## src/rtl/tlbpt_pkg.sv

```systemverilog
// tlbpt_pkg: shared types and helpers for the tlb / page table translator
// no dependencies; imported by every module under rtl
package tlbpt_pkg;

  localparam int PageW  = 8;
  localparam int FrameW = 8;
  localparam int CountW = 32;
  localparam int AddrW  = 16;
  localparam int NffW   = 9;

  typedef logic [PageW-1:0]  page_t;
  typedef logic [FrameW-1:0] frame_t;
  typedef logic [CountW-1:0] count_t;
  typedef logic [AddrW-1:0]  addr_t;
  typedef logic [NffW-1:0]   nff_t;

  localparam count_t CountMax = '1;
  localparam nff_t   NffMax   = '1;

  typedef struct packed {
    logic   valid;
    page_t  tag;
    frame_t frame;
  } tlbpt_entry_t;

  typedef struct packed {
    logic insert;
    logic full;
  } tlbpt_cell_ctl_t;

  function automatic count_t sat_inc(input count_t v);
    return (v == CountMax) ? v : v + count_t'(1);
  endfunction

endpackage

```

## src/rtl/tlbpt_cell.sv

```systemverilog
// tlbpt_cell: one tlb entry in the fifo row; compares its tag and shifts left
// depends on tlbpt_pkg
module tlbpt_cell (
  input  logic                      clk,
  input  logic                      rst,
  input  tlbpt_pkg::tlbpt_cell_ctl_t ctl,
  input  logic                      left_valid,
  input  tlbpt_pkg::tlbpt_entry_t   right_entry,
  input  tlbpt_pkg::tlbpt_entry_t   new_entry,
  input  tlbpt_pkg::page_t          search_page,
  output tlbpt_pkg::tlbpt_entry_t   entry,
  output logic                      match
);
  import tlbpt_pkg::*;

  logic load;
  logic shift;

  assign shift = ctl.insert && ctl.full;
  assign load  = ctl.insert && !ctl.full && !entry.valid && left_valid;
  assign match = entry.valid && (entry.tag == search_page);

  always_ff @(posedge clk) begin
    if (rst) begin
      entry.valid <= 1'b0;
    end else if (shift) begin
      entry <= right_entry;
    end else if (load) begin
      entry <= new_entry;
    end
  end

endmodule

```

## src/rtl/tlbpt_page_table.sv

```systemverilog
// tlbpt_page_table: page table memory with per-page mapped bits, registered read
// depends on tlbpt_pkg
module tlbpt_page_table #(
  parameter int PAGE_COUNT = 256,
  localparam int PgW = $clog2(PAGE_COUNT)
) (
  input  logic                 clk,
  input  logic                 rst,
  input  logic                 rd_en,
  input  logic [PgW-1:0]       rd_page,
  input  logic                 wr_en,
  input  logic [PgW-1:0]       wr_page,
  input  tlbpt_pkg::frame_t    wr_frame,
  output tlbpt_pkg::frame_t    rd_frame,
  output logic                 rd_mapped
);
  import tlbpt_pkg::*;

  frame_t                mem [PAGE_COUNT];
  logic [PAGE_COUNT-1:0] mapped;

  always_ff @(posedge clk) begin
    if (wr_en) begin
      mem[wr_page] <= wr_frame;
    end
    if (rd_en) begin
      rd_frame <= mem[rd_page];
    end
  end

  always_ff @(posedge clk) begin
    if (rst) begin
      mapped    <= '0;
      rd_mapped <= 1'b0;
    end else begin
      if (wr_en) begin
        mapped[wr_page] <= 1'b1;
      end
      if (rd_en) begin
        rd_mapped <= mapped[rd_page];
      end
    end
  end

endmodule

```

## src/rtl/tlb_page_table_translator.sv

```systemverilog
// tlb_page_table_translator: tlb (fifo row of cells) plus page table with demand paging
// depends on tlbpt_pkg, tlbpt_cell, tlbpt_page_table
//
//   channel   handshake          payload
//   input     start / busy       logical_address
//   result    done (one cycle)   physical_address, frame_number, page_number,
//                                tlb_hit, page_fault, lookup_total, hit_total, fault_total
//
// each item does the page table memory read, then the tlb compare and, on a page fault, the update
// done rises the cycle after the lookup and a new item may start in that same cycle
// busy is high during the lookup cycle only
// synchronous reset empties the tlb, clears every mapped bit and the counters
// the receiver cannot stall; each result is shown for exactly one cycle
module tlb_page_table_translator #(
  parameter int TLB_ENTRIES = 16,
  parameter int PAGE_COUNT  = 256,
  parameter int PAGE_SIZE   = 256
) (
  input  logic                clk,
  input  logic                rst,
  input  logic                start,
  output logic                busy,
  input  tlbpt_pkg::addr_t    logical_address,
  output logic                done,
  output tlbpt_pkg::addr_t    physical_address,
  output tlbpt_pkg::frame_t   frame_number,
  output tlbpt_pkg::page_t    page_number,
  output logic                tlb_hit,
  output logic                page_fault,
  output tlbpt_pkg::count_t   lookup_total,
  output tlbpt_pkg::count_t   hit_total,
  output tlbpt_pkg::count_t   fault_total
);
  import tlbpt_pkg::*;

  localparam int OffW = $clog2(PAGE_SIZE);
  localparam int PgW  = $clog2(PAGE_COUNT);

  typedef enum logic {ST_IDLE, ST_LOOK} state_t;

  state_t             state;
  logic [PgW-1:0]     page_q;
  logic [OffW-1:0]    offset_q;
  nff_t               next_free_frame;
  count_t             lookup_counter;
  count_t             hit_counter;
  count_t             fault_counter;

  logic               accept;
  logic [PgW-1:0]     in_page;
  frame_t             pt_frame;
  logic               pt_mapped;
  page_t              search_page;
  tlbpt_entry_t       cells [TLB_ENTRIES];
  logic [TLB_ENTRIES-1:0] match;
  tlbpt_entry_t       new_entry;
  tlbpt_cell_ctl_t    ctl;
  logic               hit;
  logic               fault;
  frame_t             tlb_frame;
  frame_t             frame_sel;
  logic [23:0]        pa_wide;

  assign busy        = (state == ST_LOOK);
  assign accept      = start && !busy;
  assign in_page     = logical_address[OffW +: PgW];
  assign search_page = page_t'(page_q);

  tlbpt_page_table #(
    .PAGE_COUNT(PAGE_COUNT)
  ) u_pt (
    .clk      (clk),
    .rst      (rst),
    .rd_en    (accept),
    .rd_page  (in_page),
    .wr_en    (fault),
    .wr_page  (page_q),
    .wr_frame (next_free_frame[FrameW-1:0]),
    .rd_frame (pt_frame),
    .rd_mapped(pt_mapped)
  );

  assign new_entry.valid = 1'b1;
  assign new_entry.tag   = search_page;
  assign new_entry.frame = next_free_frame[FrameW-1:0];
  assign ctl.insert      = fault;
  assign ctl.full        = cells[TLB_ENTRIES-1].valid;

  for (genvar i = 0; i < TLB_ENTRIES; i++) begin : g_cell
    tlbpt_cell u_cell (
      .clk        (clk),
      .rst        (rst),
      .ctl        (ctl),
      .left_valid ((i == 0) ? 1'b1 : cells[(i == 0) ? 0 : i-1].valid),
      .right_entry((i == TLB_ENTRIES-1) ? new_entry
                                        : cells[(i == TLB_ENTRIES-1) ? i : i+1]),
      .new_entry  (new_entry),
      .search_page(search_page),
      .entry      (cells[i]),
      .match      (match[i])
    );
  end

  always_comb begin
    tlb_frame = '0;
    for (int i = 0; i < TLB_ENTRIES; i++) begin
      tlb_frame = tlb_frame | (cells[i].frame & {FrameW{match[i]}});
    end
  end

  assign hit       = (state == ST_LOOK) && (|match);
  assign fault     = (state == ST_LOOK) && !(|match) && !pt_mapped;
  assign frame_sel = (|match) ? tlb_frame
                   : (pt_mapped ? pt_frame : next_free_frame[FrameW-1:0]);
  assign pa_wide   = 24'({frame_sel, offset_q});

  always_ff @(posedge clk) begin
    if (rst) begin
      state           <= ST_IDLE;
      done            <= 1'b0;
      next_free_frame <= '0;
      lookup_counter  <= '0;
      hit_counter     <= '0;
      fault_counter   <= '0;
    end else begin
      unique case (state)
        ST_IDLE: begin
          done <= 1'b0;
          if (start) begin
            page_q   <= in_page;
            offset_q <= logical_address[OffW-1:0];
            state    <= ST_LOOK;
          end
        end
        ST_LOOK: begin
          done             <= 1'b1;
          physical_address <= pa_wide[AddrW-1:0];
          frame_number     <= frame_sel;
          page_number      <= search_page;
          tlb_hit          <= hit;
          page_fault       <= fault;
          lookup_total     <= sat_inc(lookup_counter);
          lookup_counter   <= sat_inc(lookup_counter);
          hit_total        <= hit ? sat_inc(hit_counter) : hit_counter;
          fault_total      <= fault ? sat_inc(fault_counter) : fault_counter;
          if (hit) begin
            hit_counter <= sat_inc(hit_counter);
          end
          if (fault) begin
            fault_counter <= sat_inc(fault_counter);
            if (next_free_frame != NffMax) begin
              next_free_frame <= next_free_frame + nff_t'(1);
            end
          end
          state <= ST_IDLE;
        end
        default: begin
          done  <= 1'b0;
          state <= ST_IDLE;
        end
      endcase
    end
  end

  a_tlb_unique: assert property (@(posedge clk) disable iff (rst) $onehot0(match))
    else $error("tlb holds a page twice");
  a_hit_no_fault: assert property (@(posedge clk) disable iff (rst)
    done && tlb_hit |-> !page_fault)
    else $error("tlb hit reported as fault");
  a_look_done: assert property (@(posedge clk) disable iff (rst) busy |=> done)
    else $error("lookup did not produce a result");
  a_accept_busy: assert property (@(posedge clk) disable iff (rst)
    start && !busy |=> busy && !done)
    else $error("accepted item did not enter lookup");

endmodule
```

## config.mk

```make
export PLATFORM = sky130hd
export DESIGN_NAME = tlb_page_table_translator
export DESIGN_NICKNAME = d
export VERILOG_FILES = /design/src/rtl/tlbpt_pkg.sv /design/src/rtl/tlbpt_cell.sv /design/src/rtl/tlbpt_page_table.sv /design/src/rtl/tlb_page_table_translator.sv
export SDC_FILE = /design/constraint.sdc
export NUM_CORES = 2
export LEC_CHECK = 0
export BUFFER_PORTS_ARGS = -buffer_cell sky130_fd_sc_hd__buf_4
export CAP_MARGIN = 30
export CORE_MARGIN = 2
export CORE_UTILIZATION = 33
export DETAILED_ROUTE_END_ITERATION = 16
export HOLD_SLACK_MARGIN = 0.06
export PLACE_DENSITY = 0.48
export SETUP_SLACK_MARGIN = 0.1
export SKIP_CTS_REPAIR_TIMING = 1
export SLEW_MARGIN = 15
export SYNTH_ARGS = -nofsm -noshare
export SYNTH_HDL_FRONTEND = slang
export SYNTH_SLANG_ARGS = --single-unit
```

## constraint.sdc

```tcl
create_clock -name clk -period 9.3 [get_ports clk]
set_clock_uncertainty 0.05 [all_clocks]
set_input_delay 0.93 -clock clk [delete_from_list [all_inputs] [get_ports clk]]
set_output_delay 0.93 -clock clk [all_outputs]
set_load 0.1 [all_outputs]
```

Yosys cells after proc, flatten, opt, wreduce, memory -nomap -nowiden
Memories as Yosys holds them, arrays and structs flattened. A register that Yosys moved wholly into a read port is not among the register bits.
Cells that the tools add are included.
{ "op_classes": {"n_addsub": 4, "magnitude_cmp": 3, "n_eq_ne": 20, "n_mux": 48, "bitwise": 34, "n_reduce_logical": 109} }
{ "ops": {"columns": ["cell", "n"], "rows": [
  ["17-bit two-way mux", 32],
  ["256-bit OR", 1],
  ["32-bit two-way mux", 5],
  ["8-bit bitwise AND", 16],
  ["8-bit equality test", 16],
  ["8-bit OR", 15],
  ["32-bit by 1-bit adder with 32-bit output (second input constant)", 3],
  ["32-bit equality test (second input constant)", 3],
  ["1-bit logical AND", 54],
  ["2-bit AND reduction", 17],
  ["2-bit nonzero test", 16],
  ["1-bit zero test", 19],
  ["8-bit by 9-bit less-than comparator with 1-bit output (second input constant)", 2],
  ["8-bit two-way mux", 2],
  ["16-bit OR reduction", 1],
  ["9-bit by 1-bit adder with 9-bit output (second input constant)", 1],
  ["9-bit != test (second input constant)", 1],
  ["1-bit binary-select mux with 8-bit select", 1],
  ["1-bit demux with 8-bit select", 1],
  ["8-bit by 1-bit greater-or-equal comparator with 1-bit output (second input constant)", 1],
  ["3-bit AND reduction", 2],
  ["1-bit two-way mux", 5],
  ["1-bit one-hot mux with 2 select lines", 2],
  ["1-bit NOT", 2]
]} }
{ "word_totals": {"reg_bits": 782, "ramBits": 2048, "in_bits": 19, "wordCells": 285, "n_memories": 1} }
{ "memory_table": {"columns": ["name", "depth", "width", "rd", "rd_clocked_by_memory_dff", "wr", "line_no", "text"], "rows": [
  ["u_pt.mem", 256, 8, 1, 1, 1, "tlbpt_page_table.sv:19", "frame_t mem [PAGE_COUNT];"]
]} }

Logic depth before layout (Yosys ltp)
{ "depth": {"word_depth": 19, "mapped_depth": 14} }

Hierarchy
Synthesis repeated with hierarchy kept, for this count alone.
{ "unflattened": {"cells_unflattened": 6424, "area_unflattened_um2": 113689.0} }
{ "by_module_without_submodules": {"columns": ["module", "instances", "cells_per_inst", "area_per_inst_um2", "seq_area_each_um2"], "rows": [
  ["tlbpt_page_table", 1, 4498, 87991.9, 66884.1],
  ["tlbpt_cell", 16, 53, 872.1, 500.5],
  ["tlb_page_table_translator", 1, 1078, 11743.8, 6286.0]
]} }

Worst setup path after synthesis
Ideal clock, no wire load.
{ "synth_timing": {"kind": "input-to-reg", "start": "input rst", "end": "register fault_total[0] (enable)", "t_arrival_ns": 6.806, "t_required_ns": 8.645, "slack_ns": 1.838, "stages": 5, "path_buffers": 4, "cell_sequence": "clkbuf_1 clkbuf_1 buf_1 buf_1 nor2_1"} }
{ "synth_between": {"elab_chain_cells": 2} }
{ "synth_lines": {"columns": ["item", "line_no", "text"], "rows": [
  ["from (decl)", "tlb_page_table_translator.sv:20", "input logic rst,"],
  ["1-bit NOT (no line)", null, null],
  ["2-bit AND reduction (no line)", null, null],
  ["to (signal assigned)", "tlb_page_table_translator.sv:145", "fault_total <= fault ? sat_inc(fault_counter) : fault_counter;"],
  ["to (decl)", "tlb_page_table_translator.sv:32", "output tlbpt_pkg::count_t fault_total"]
]} }
Every way passes these cells.
A chain may end at the register's enable or synchronous reset.

Worst setup path after layout
{ "layout_timing": {"start": "register page_q[0]", "end": "register g_cell[5].u_cell.entry[7] in the netlist's numbering (enable)"} }
{ "layout_between": {"elab_chain_cells": 11, "word_cells_on_any_way": 42, "classes_between": "16 x eq/ne; 26 x reduce/logical"} }
{ "layout_lines": {"columns": ["item", "line_no", "text"], "rows": [
  ["from (decl)", "tlb_page_table_translator.sv:42", "logic [PgW-1:0] page_q;"],
  ["from (signal assigned)", "tlb_page_table_translator.sv:130", "page_q <= in_page;"],
  ["8-bit equality test", "tlbpt_cell.sv:21", "assign match = entry.valid && (entry.tag == search_page);"],
  ["1-bit logical AND", "tlbpt_cell.sv:21", null],
  ["16-bit OR reduction *", "tlb_page_table_translator.sv:112", "assign fault = (state == ST_LOOK) && !(|match) && !pt_mapped;"],
  ["1-bit zero test *", "tlb_page_table_translator.sv:112", null],
  ["1-bit logical AND * (2 in a row)", "tlb_page_table_translator.sv:112", null],
  ["1-bit logical AND (3 in a row)", "tlbpt_cell.sv:20", "assign load = ctl.insert && !ctl.full && !entry.valid && left_valid;"],
  ["2-bit nonzero test (no line) *", null, null],
  ["2-bit AND reduction (no line) *", null, null],
  ["to (signal assigned)", "tlbpt_cell.sv:27", "entry <= right_entry;"],
  ["to (signal assigned)", "tlbpt_cell.sv:29", "entry <= new_entry;"],
  ["to (decl)", "tlbpt_cell.sv:11", "output tlbpt_pkg::tlbpt_entry_t entry,"]
]} }
Mark *: on every way between the ends. The rest lies on a longest branch, timed or not.

==> summary.md <==
| Metric | Value |
|---|---|
| Commonest non-fill, non-tap cells in the layout | `2450 x edfxtp_1, 569 x mux4_2, 386 x nor2_1` |
| CTS max path bufs | `4` |
| Initial Util | `between 30% and 40%` |
| Synth Area in Simple Gates | `4.36%` |
| Vias in the first global route | `62800` |
| Total grt overflow | `0` |
| Crit path max fanout | `36` |
| CTS tree | `done` |
| Tot GR Track Use | `18.7%` |
| Number of flip-flops under the largest register name | `a little over 2000` |
| Full die area | `around 350000 um2` |
| Largest registers | `u_pt.mem: 2048 flops, g_cell.u_cell.entry: 272 flops, u_pt.mapped: 256 flops` |
| First-pass GRT wire length | `473000 um` |
| Area occupied by multi-input gates | `29600 um2` |
| Final Hold Vio Count | `0` |
| Average size of a mapped cell | `17.7 um2` |
| Crit end category | `register` |
| Fin Hold WS | `0.176 ns` |
| Rel. slew slack | `15.9%` |
| Cell Pwr Density | `208 nW/um2` |
| Post-synth EDFFs | `2450` |
| Startpoint types | `register` |
| Multiplexer share of the synthesized area | `12.3%` |
| CP max stage cell | `edfxtp_1` |
| Post-route clock period utilization | `a little under three fifths` |
| Die Ht | `589 um` |
| Largest delay contributor family on the critical path | `simple AND/OR/NAND/NOR gates` |
| Drt first-iter violations | `6040` |
| CP Data Arrival Time | `about 5.7 ns` |
| Die width | `just under 600 um` |
| Initial antenna violation count | `17` |
| Syn Std Cell Area | `113000 um2` |
| LEAKAGE | `42.7 nW` |
| Largest family of logic cells by synthesized area | `multiplexers` |
| Via count | `roughly 62000` |
| Later-pin clock latency in the skew report | `about 0.92 ns` |
| Layout Utilization | `a little under two fifths` |
| Fin crit period | `5.14 ns` |
| Slew Limit Fails | `0` |
| Final Wtd Congestion | `0.783` |
| Maximum number of pins on one net before global-route repair | `between 200 and 250` |
| Clk root buf | `clkbuf_16` |
| Commonest non-fill, non-tap cell in the layout | `edfxtp_1` |
| RSZ-0062 raised after global routing | `no` |
| H-tree levels | `5` |
| Final TNS setup | `0 ns` |
| Post-Route WL | `331000 um` |
| Synth warn | `0` |
| Critical path buffer and inverter count | `4` |
| Port buffer count | `150` |
| WS Path Type | `reg -> reg` |
| Final setup fails | `0` |
| Core box area | `~340000 um2` |
| Rows | `about 210` |
| Synth Register Bits | `between 2000 and 3000` |
| Register area share after synthesis | `71.9%` |
| Stages on worst setup path | `11` |
| Routed length per instance | `29.0 um` |
| Reg2reg path depth | `11` |
| Worst hold stages | `1` |
| Most Frequent Cell on Critical Path | `buf_4` |
| Crit-path max cell delay | `0.69 ns` |
| DRC viols | `0` |
| Pre-CTS setup slack | `3.18 ns` |
| Pre-antenna DRT Iters | `5` |
| Transition time of the tightest slew-check pin | `1.26 ns` |
| FF+latch area | `a little over 80000 um2` |
| Clk sink count | `2830` |
| Vias per std cell | `5.42` |
| Cell variety after synth | `65` |
| Max Cap Violations | `0` |
| Proportion of layout cells with a drive suffix above 1 | `23.3%` |
| XOR/XNOR Fraction of Synth Area | `1.82%` |
| Reg clk slew, reported paths | `0.06 ns` |
| Adder-cell share of the synthesized area | `less than 1%` |
| Peak VDD IR | `0.000134 V` |
| Cell Chain, Critical Path | `buf_4 > xnor2_1 > nand4_1 > nor4_4 > buf_4 > nor4_2 > and3_4 > buf_4 > nand3_2 > nor2_2 > buf_4` |
| Data required time of the worst path | `between 9 and 10 ns` |
| Fill cells | `~31000` |
| Dpl hpwl | `195000 um` |
| Largest reg by FF count | `u_pt.mem` |
| I/O Pins | `151` |
| Syn nets | `6395` |
| Post-synth ARST share | `0%` |
| Synth Area in Compound Gates | `~7.6%` |
| Run status | `finished clean` |
| FMAX | `0.194 GHz` |
| CTS buffer count | `315` |
| DRT antenna net count | `0` |
| Worst Hold Class | `in -> reg` |
| Top_reg_cell synth | `edfxtp_1` |
| Nets | `6636` |
| Setup ws final | `4.16 ns` |
| Synth-to-Final Area Change | `15.2%` |
| Cells after Synth | `6371` |
cells in the mapped netlist (19+ instances only):
cell type	number	area [um2]
edfxtp_1	2450	73600
inv_1	51	191
dfxtp_1	380	7610
xnor2_1	138	1210
o22ai_1	22	138
or3_1	19	119
a21oi_2	38	333
nor2b_1	60	375
o2bb2ai_1	242	2120
buf_2	119	596
nand4_1	86	538
nor4_1	60	375
and3_1	30	188
mux2_2	49	552
nor2_1	404	1520
clkbuf_1	242	908
a21oi_1	171	856
xor2_1	96	841
buf_4	33	248
buf_1	65	244
nor3_1	25	125
nand2_1	141	529
mux2i_1	36	360
mux4_2	569	12800
nand3_1	76	380
a21o_1	240	1800
a22oi_1	338	2540
report_power, final:
part / total, W / switching (W) / internal [W]
sequential: 0.0137 / 0.0000308 / 0.0137
combinational: 0.00111 / 0.000742 / 0.000364
clock: 0.0122 / 0.00522 / 0.00696
total: 0.0270 / 0.00600 / 0.0210
metrics by stage:
step / power, W / cells / cell area (um2)
3_5_place_dp: 0.0151 / 10800 / 120000
6_report: 0.0270 / 11400 / 130000
5_1_grt: 0.0278 / 11400 / 130000
4_1_cts: 0.0273 / 11400 / 130000
2_1_floorplan: 0.0147 / 6371 / 113000
3_3_place_gp: 0.0151 / 10800 / 119000
worst register-to-register path, cell delays in order, from the launching register on:
cell	delay, ns
edfxtp_1	0.69
buf_4	0.46
xnor2_1	0.15
nand4_1	0.17
nor4_4	0.04
buf_4	0.21
nor4_2	0.38
and3_4	0.51
buf_4	0.57
nand3_2	0.57
nor2_2	0.65
buf_4	0.36
path summary, 6_finish.rpt:
kind                                         start                         to  slack, ns
worst max-delay path                     page_q[0]  g_cell[5].u_cell.entry[7]       4.16
worst min-delay path            logical_address[6]                offset_q[6]       0.18
worst max register to register           page_q[0]  g_cell[5].u_cell.entry[7]       4.16
worst min register to register         offset_q[4]        physical_address[4]       0.37
cells by family after synthesis:
logic type | count (synthesis)
mux | 664
buf+inv | 523
flops | 2830
compound gates | 1139
xor+xnor | 234
simple gates | 976
fa+ha+maj | 5
routing by layer:
layer	share of wire, %	global-route usage [%]
met1	43	25.9
met2	47	30.1
met3	6.2	3.00
met4	3.4	6.13
met5	0.021	0
final cells by class:
class / count / share of cell area, %
clock buffers: 398 / 6.51
flip-flops and latches: 2830 / 62.4
inverters: 52 / 0.156
multi-input cells: 3018 / 22.8
well taps: 4536 / 4.36
diodes: 6 / 0.0115
repair buffers: 395 / 2.53
clock inverters: 176 / 1.19
Power figures use the tool's default switching activity.
